## src/ctpc_pkg.sv

```systemverilog
`timescale 1ns / 1ps
`default_nettype none
// ----------------------------------------------------------------------------
// ctpc_pkg
// Shared constants and types of the compact target check: field layout of the
// compact word, error codes and the decoded target bundle.
// ----------------------------------------------------------------------------
package ctpc_pkg;

    // Digest and target geometry
    localparam int WORD_W   = 64;
    localparam int NUM_WORDS = 4;
    localparam int TARGET_W = WORD_W * NUM_WORDS;
    localparam int COEF_W   = 23;
    localparam int EXP_W    = 8;

    // Compact word layout
    localparam logic [31:0] COEF_MASK = 32'h007f_ffff;
    localparam logic [31:0] SIGN_MASK = 32'h0080_0000;
    localparam int          EXP_SHIFT = 24;
    localparam int          TARGET_BITS = 256;

    // Register map
    localparam int          ADDR_W        = 3;
    localparam logic        REG_COMPACT   = 1'b0;
    localparam logic [31:0] COMPACT_RESET = 32'h1d00_ffff;

    // Exponent bounds: at or below EXP_BASE the coefficient shifts right,
    // at or above EXP_OVER the shift reaches the full target width.
    localparam logic [EXP_W-1:0] EXP_BASE = 8'd3;
    localparam logic [EXP_W-1:0] EXP_OVER = EXP_W'(TARGET_BITS / 8 + 3);

    // Error codes, in priority order
    localparam logic [1:0] ERR_NONE  = 2'd0;
    localparam logic [1:0] ERR_SIGN  = 2'd1;
    localparam logic [1:0] ERR_ZERO  = 2'd2;
    localparam logic [1:0] ERR_RANGE = 2'd3;

    // Output tdata width, padded to whole bytes
    localparam int OUT_W = 8;

    typedef struct packed {
        logic [TARGET_W-1:0] value;
        logic [1:0]          err;
    } t_target;

endpackage : ctpc_pkg
`default_nettype wire

```

## src/ctpc_apb_regs.sv

```systemverilog
`timescale 1ns / 1ps
`default_nettype none
// ----------------------------------------------------------------------------
// ctpc_apb_regs
// APB register file holding the compact target word.
// ----------------------------------------------------------------------------
module ctpc_apb_regs
    import ctpc_pkg::*;
(
    input  wire logic              i_clk,
    input  wire logic              i_rst_n,
    input  wire logic              psel,
    input  wire logic              penable,
    input  wire logic              pwrite,
    input  wire logic [ADDR_W-1:0] paddr,
    input  wire logic [31:0]       pwdata,
    output logic [31:0]            prdata,
    output logic                   pready,
    output logic [31:0]            o_compact
);

    logic [31:0] r_compact;
    logic [31:0] n_compact;
    logic        reg_sel;
    logic        wr_req;

    // Word index from the byte address
    assign reg_sel = (paddr[ADDR_W-1:2] == 1'(REG_COMPACT));
    assign wr_req  = psel && penable && pwrite;

    always_comb begin
        n_compact = r_compact;
        if (wr_req && reg_sel) begin
            n_compact = pwdata;
        end
    end

    always_ff @(posedge i_clk) begin
        if (!i_rst_n) begin
            r_compact <= COMPACT_RESET;
        end else begin
            r_compact <= n_compact;
        end
    end

    assign prdata    = reg_sel ? r_compact : 32'd0;
    assign pready    = 1'b1;
    assign o_compact = r_compact;

endmodule : ctpc_apb_regs
`default_nettype wire

```

## src/ctpc_target_decode.sv

```systemverilog
`timescale 1ns / 1ps
`default_nettype none
// ----------------------------------------------------------------------------
// ctpc_target_decode
// Expands the compact word into a 256-bit target and its error code.
// ----------------------------------------------------------------------------
module ctpc_target_decode
    import ctpc_pkg::*;
(
    input  wire logic [31:0] i_compact,
    output t_target          o_target
);

    localparam int WIDE_W = TARGET_W + COEF_W - 8;

    logic [EXP_W-1:0]  expo;
    logic [COEF_W-1:0] coef;
    logic              sign;
    logic [EXP_W-1:0]  exp_up;
    logic [EXP_W-1:0]  exp_dn;
    logic [COEF_W-1:0] small_val;
    logic [WIDE_W-1:0] wide_val;

    assign expo = i_compact[EXP_SHIFT +: EXP_W];
    assign coef = COEF_W'(i_compact & COEF_MASK);
    assign sign = |(i_compact & SIGN_MASK);

    // Byte shift counts for both directions
    assign exp_dn = EXP_BASE - expo;
    assign exp_up = expo - EXP_BASE;

    assign small_val = coef >> {exp_dn[1:0], 3'b000};
    assign wide_val  = {{(WIDE_W-COEF_W){1'b0}}, coef} << {exp_up[4:0], 3'b000};

    always_comb begin
        o_target.value = '0;
        o_target.err   = ERR_NONE;
        if (sign) begin
            o_target.err = ERR_SIGN;
        end else if (coef == '0) begin
            o_target.err = ERR_ZERO;
        end else if (expo <= EXP_BASE) begin
            // Low bytes drop off; nothing left means a zero target
            o_target.value = {{(TARGET_W-COEF_W){1'b0}}, small_val};
            if (small_val == '0) begin
                o_target.err = ERR_RANGE;
            end
        end else if (expo >= EXP_OVER) begin
            o_target.err = ERR_RANGE;
        end else begin
            o_target.value = wide_val[TARGET_W-1:0];
            if (|wide_val[WIDE_W-1:TARGET_W]) begin
                o_target.err = ERR_RANGE;
            end
        end
        if (o_target.err != ERR_NONE) begin
            o_target.value = '0;
        end
    end

endmodule : ctpc_target_decode
`default_nettype wire

```

## src/ctpc_compare_pipe.sv

```systemverilog
`timescale 1ns / 1ps
`default_nettype none
// ----------------------------------------------------------------------------
// ctpc_compare_pipe
// Three-stage stream pipeline: capture, per-word compare, result merge.
// ----------------------------------------------------------------------------
module ctpc_compare_pipe
    import ctpc_pkg::*;
(
    input  wire logic                i_clk,
    input  wire logic                i_rst_n,
    input  wire t_target             i_target,
    input  wire logic                s_axis_tvalid,
    output logic                     s_axis_tready,
    input  wire logic [TARGET_W-1:0] s_axis_tdata,
    output logic                     m_axis_tvalid,
    input  wire logic                m_axis_tready,
    output logic [OUT_W-1:0]         m_axis_tdata
);

    logic                en1, en2, en3;
    logic                r_v1, r_v2, r_v3;
    logic [TARGET_W-1:0] r_hash;
    t_target             r_tgt;
    logic [NUM_WORDS-1:0] r_lt, r_eq;
    logic [1:0]          r_err2;
    logic                r_meets;
    logic [1:0]          r_err3;
    logic [NUM_WORDS-1:0] n_lt, n_eq;
    logic                n_le;

    // Stage advance: a stage loads when empty or when its successor moves
    assign en3 = !r_v3 || m_axis_tready;
    assign en2 = !r_v2 || en3;
    assign en1 = !r_v1 || en2;
    assign s_axis_tready = en1;

    always_ff @(posedge i_clk) begin
        if (!i_rst_n) begin
            r_v1 <= 1'b0;
            r_v2 <= 1'b0;
            r_v3 <= 1'b0;
        end else begin
            if (en1) r_v1 <= s_axis_tvalid;
            if (en2) r_v2 <= r_v1;
            if (en3) r_v3 <= r_v2;
        end
    end

    // Stage 1: capture digest and decoded target
    always_ff @(posedge i_clk) begin
        if (en1 && s_axis_tvalid) begin
            r_hash <= s_axis_tdata;
            r_tgt  <= i_target;
        end
    end

    // Stage 2: word-wise magnitude compare
    always_comb begin
        for (int i = 0; i < NUM_WORDS; i++) begin
            n_lt[i] = r_hash[i*WORD_W +: WORD_W] < r_tgt.value[i*WORD_W +: WORD_W];
            n_eq[i] = r_hash[i*WORD_W +: WORD_W] == r_tgt.value[i*WORD_W +: WORD_W];
        end
    end

    always_ff @(posedge i_clk) begin
        if (en2 && r_v1) begin
            r_lt   <= n_lt;
            r_eq   <= n_eq;
            r_err2 <= r_tgt.err;
        end
    end

    // Stage 3: most significant differing word decides
    always_comb begin
        n_le = 1'b1;
        for (int i = 0; i < NUM_WORDS; i++) begin
            n_le = r_lt[i] || (r_eq[i] && n_le);
        end
    end

    always_ff @(posedge i_clk) begin
        if (en3 && r_v2) begin
            r_meets <= n_le && (r_err2 == ERR_NONE);
            r_err3  <= r_err2;
        end
    end

    assign m_axis_tvalid = r_v3;
    assign m_axis_tdata  = {{(OUT_W-3){1'b0}}, r_err3, r_meets};

endmodule : ctpc_compare_pipe
`default_nettype wire

```

## src/compact_target_pow_check_core.sv

```systemverilog
`timescale 1ns / 1ps
`default_nettype none
// ----------------------------------------------------------------------------
// compact_target_pow_check_core
// Checks 256-bit digests against a target decoded from a compact word.
// ----------------------------------------------------------------------------
// One digest per request enters on the slave stream and one result leaves on
// the master stream. The block accepts a new digest every cycle while the output
// is not stalled; each request passes through three register stages (capture,
// 64-bit word compares, merge). Backpressure on the output stalls the stages
// in place. The compact word sits in an APB register at byte address 0 (reset
// 0x1d00ffff) and is decoded combinationally; change it only while no request
// is in flight.
// ----------------------------------------------------------------------------
module compact_target_pow_check_core
    import ctpc_pkg::*;
(
    input  wire logic                i_clk,
    input  wire logic                i_rst_n,
    // APB configuration
    input  wire logic                psel,
    input  wire logic                penable,
    input  wire logic                pwrite,
    input  wire logic [ADDR_W-1:0]   paddr,
    input  wire logic [31:0]         pwdata,
    output logic [31:0]              prdata,
    output logic                     pready,
    // Digest stream
    input  wire logic                s_axis_tvalid,
    output logic                     s_axis_tready,
    // hash_word_0 [63:0], hash_word_1 [127:64], hash_word_2 [191:128],
    // hash_word_3 [255:192]
    input  wire logic [TARGET_W-1:0] s_axis_tdata,
    // Result stream
    output logic                     m_axis_tvalid,
    input  wire logic                m_axis_tready,
    // meets_target [0], target_error [2:1], zero [7:3]
    output logic [OUT_W-1:0]         m_axis_tdata
);

    logic [31:0] compact;
    t_target     target;

    ctpc_apb_regs u_regs (
        .i_clk     (i_clk),
        .i_rst_n   (i_rst_n),
        .psel      (psel),
        .penable   (penable),
        .pwrite    (pwrite),
        .paddr     (paddr),
        .pwdata    (pwdata),
        .prdata    (prdata),
        .pready    (pready),
        .o_compact (compact)
    );

    ctpc_target_decode u_decode (
        .i_compact (compact),
        .o_target  (target)
    );

    ctpc_compare_pipe u_pipe (
        .i_clk         (i_clk),
        .i_rst_n       (i_rst_n),
        .i_target      (target),
        .s_axis_tvalid (s_axis_tvalid),
        .s_axis_tready (s_axis_tready),
        .s_axis_tdata  (s_axis_tdata),
        .m_axis_tvalid (m_axis_tvalid),
        .m_axis_tready (m_axis_tready),
        .m_axis_tdata  (m_axis_tdata)
    );

endmodule : compact_target_pow_check_core
`default_nettype wire

```

## config.mk

```make
export PLATFORM = sky130hd
export DESIGN_NAME = compact_target_pow_check_core
export DESIGN_NICKNAME = d
export VERILOG_FILES = /design/src/ctpc_pkg.sv /design/src/ctpc_apb_regs.sv /design/src/ctpc_target_decode.sv /design/src/ctpc_compare_pipe.sv /design/src/compact_target_pow_check_core.sv
export SDC_FILE = /design/constraint.sdc
export NUM_CORES = 1
export LEC_CHECK = 0
export BUFFER_PORTS_ARGS = -buffer_cell sky130_fd_sc_hd__buf_2
export CAP_MARGIN = 10
export CORE_MARGIN = 2
export CORE_UTILIZATION = 34
export DETAILED_ROUTE_END_ITERATION = 8
export PLACE_DENSITY_LB_ADDON = 0.3
export SLEW_MARGIN = 40
export SYNTH_ARGS = -nofsm -noshare
export SYNTH_HDL_FRONTEND = slang
export SYNTH_SLANG_ARGS = --single-unit
export TNS_END_PERCENT = 5
```

## constraint.sdc

```tcl
create_clock -name i_clk -period 65.6 [get_ports i_clk]
set_input_delay 0 -clock i_clk [delete_from_list [all_inputs] [get_ports i_clk]]
set_output_delay 0 -clock i_clk [all_outputs]
set_load 0.02 [all_outputs]
```

==> metrics.csv <==
metric,value,unit
status,completed,
Setup crit start kind,flip-flop,
area grow syn2layout,30.99,%
setup bufs post-CTS,0,
Mapped Cells,2247,
Async SR Flop Fraction,0,%
WP buf/inv,2,
Clock Tree Buf Depth,3,
Tcrit/Tclk final,6.576,%
hpwl dp,56.57,mm
max-cap viol count,0,
first-pass GRT wire length,120.9,mm
Final setup viols,0,
crit-path leading delay family,compound AO/OA/AOI/OAI gates,
final slew viol count,0,
hold-fix buffer count after cts,325,
Yosys reg bits,562,
I/O Buffers,332,
CTS Root Buffer Type,clkbuf_16,
io pins,341,
RSZ-0062 raised after global routing,no,
WL/cell,20.50,um
Starting Density,34.24,%
nets@finish,3475,
DR vias/cell,4.945,
Clock Sinks,562,
commonest cells in the netlist,"edfxtp_1, nor2_1, inv_1",
"Clk Latency, worst-skew pair",0.60,ns
Final Cell Area,35380,um^2
Hold Path Class,in2reg,
cell mode on critical path,a31oi_1,
FMAX,231.8,MHz
DRC errors left,0,
Pre-antenna DRT Iters,8,
Yosys warning count,0,
WHS,0.09730,ns
CP arrival,4.76,ns
setup TNS,0,ns
Worst path max stage delay,0.79,ns
TritonCTS clock tree,built,
overall routing resource usage,19.83,%
die area,81700,um^2
Placer Congestion,0.8701,
Clk network pwr share,40.1,%
"Hold Vio Cnt, Final",0,
minimum clock period,4.314,ns
cts repair resizes,0,
H-tree depth reported by CTS,3,
standard-cell row count,103,
Synth area leaders,"edfxtp_1, ha_1, nor2_1",
CP max FO,76,
total wire length,82.47,mm
CP endpoint kind,flip-flop,
layout cell share with drive strength beyond 1,17.16,%
CTS clock-pin slew for the worst setup and hold paths,0.06,ns
"area leader, netlist",edfxtp_1,
Iteration-0 DRC Markers,1620,
most numerous cell in the Yosys netlist,edfxtp_1,
sw frac,25.01,%
via count,19890,
Logic pwr share,12.1,%
worst-path cell chain,buf_4 > inv_2 > a31oi_1 > o21ai_1 > a31oi_1 > o211ai_4 > or3_2 > nor2_1,
Leak,14.68,nW
switching power,0.2239,mW
placed inst area,29990,um^2
mean post-synth cell area,12.02,um^2
vias in the first global route,20470,
Die Width,285.8,um
Post-Syn Area,27010,um^2
initial antenna violation count,3,
Slew HR,43.14,%
global route overflow,0,
Seq pwr share,47.8,%
PD cells,25.30,nW/um^2
Netlist cell types,74,
Antenna Cells,0,
Max IR drop VDD,0.01540,mV
largest net degree at the start of global routing,99,
number of synthesized flops with an enable pin,527,
Num CTS Buffers,66,
Pint,0.6711,mW
Least-Margin Pin Slew,0.8529,ns
Die Y,285.8,um
Crit Path Category,reg2reg,
fillers,7222,
Required @ worst endpoint,66.04,ns
sequential area share after synthesis,61.19,%
ys flop type,edfxtp_1,
Crit-path slowest cell,or3_2,
number of routed nets with antenna violations,0,
core region area,78870,um^2
Setup Skew,0.02568,ns
top cell type's share of synthesized area,58.60,%
## metal layers
metal | global-route usage (%) | vias to the layer above | routed length (um)
met5 | 0 | - | 26
met1 | 26.08 | 9659 | 35990
met4 | 6.191 | 4 | 2437
li1 | - | 9395 | -
met3 | 3.214 | 150 | 4387
met2 | 33.52 | 680 | 39630
## layout make-up
| type | count | area, um^2 | share of cell area [%] |
|---|---|---|---|
| Tap cell | 1050 | 1314 | 3.714 |
| Clock inverter | 40 | 325.3 | 0.9196 |
| Sequential cell | 562 | 16530 | 46.72 |
| Clock buffer | 80 | 1778 | 5.026 |
| Timing Repair Buffer | 698 | 5268 | 14.89 |
| Inverter | 269 | 1010 | 2.854 |
| Multi-Input combinational cell | 1323 | 9154 | 25.88 |
## worst register-to-register path: stages (launching register included)
cell,delay (ns)
dfxtp_2,0.32
buf_4,0.64
inv_2,0.59
a31oi_1,0.41
o21ai_1,0.12
a31oi_1,0.70
o211ai_4,0.37
or3_2,0.79
nor2_1,0.20
## power by group through the flow
stage / Sequential, mW / Clock, mW / Combinational, mW
global placement: 0.435 / 0 / 0.0895
detailed placement: 0.435 / 0 / 0.0937
floorplan: 0.446 / 0 / 0.0564
CTS: 0.428 / 0.368 / 0.109
global route: 0.430 / 0.380 / 0.121
finish: 0.428 / 0.359 / 0.109
## sequential cells by signal (all words and copies together) (netlist names)
signal / cells
u_pipe.r_meets: 1
u_pipe.r_err3: 2
u_regs.o_compact: 32
u_pipe.r_v2: 1
u_pipe.r_err2: 2
u_pipe.r_hash: 256
u_pipe.r_v1: 1
u_pipe.m_axis_tvalid: 1
u_pipe.r_lt: 4
u_pipe.r_tgt: 258
u_pipe.r_eq: 4
## path summary, 6_finish.rpt
kind / from / end / slack [ns] / depth (start not counted)
setup / recovery: u_regs.o_compact[24]$_SDFFE_PN1P_ / u_pipe.r_tgt[145]$_SDFFCE_PP0P_ / 61.29 / 8
hold / removal: s_axis_tdata[214] / u_pipe.r_hash[214]$_DFFE_PP_ / 0.1 / 2
setup reg to reg: u_regs.o_compact[24]$_SDFFE_PN1P_ / u_pipe.r_tgt[145]$_SDFFCE_PP0P_ / 61.29 / 8
hold reg to reg: u_pipe.r_tgt[1]$_DFFE_PP_ / u_pipe.r_err2[1]$_DFFE_PP_ / 0.42 / 0
## cell families after synthesis
kind of cell               count (synthesis)  share of synthesized area [%]
xor gates and xnor gates                   6                         0.1946
DFF                                      562                          61.19
and+or+nand+nor                          677                          11.56
adders and majority gates                257                          11.91
muxes                                     22                         0.8154
buffers and inverters                    366                          5.360
other                                      2                        0.02781
AOI/OAI and AO/OA                        355                          8.937
## cells in the final DEF (no fill, tap or decap), types with 7 or more instances in the layout
cell type / count
o21ai_0: 42
and2_1: 10
nor2_1: 305
mux2i_1: 22
dfxtp_1: 34
o211ai_1: 11
nand3_1: 48
a211oi_1: 17
o21a_1: 17
nor2b_1: 43
a32oi_1: 8
a21oi_1: 104
o2bb2ai_1: 7
nor2_2: 11
buf_4: 34
a22oi_1: 31
a21o_1: 32
a2111oi_0: 12
nor3_1: 23
nor4_1: 7
nand2_1: 126
edfxtp_1: 527
clkinv_2: 9
ha_1: 256
nand4_1: 50
buf_2: 333
dlygate4sd3_1: 325
a2bb2oi_1: 15
clkbuf_1: 10
inv_1: 268
clkbuf_16: 69
clkinv_1: 15
a21boi_0: 14
nand2b_1: 13
## per-stage QoR
| step | cells | worst slack, ns | utilization [%] | power [mW] |
|---|---|---|---|---|
| after CTS | 4022 | 61.22 | 44.81 | 0.9047 |
| after global routing | 4022 | 61.10 | 44.85 | 0.9307 |
| after global placement | 3575 | 61.31 | 37.89 | 0.5249 |
| after detailed placement | 3577 | 61.25 | 38.02 | 0.5289 |
| final | 4022 | 61.29 | 44.85 | 0.8950 |
| after floorplan | 2251 | 36.02 | - | 0.5020 |
Note: power is estimated with default switching activity, not from simulation.
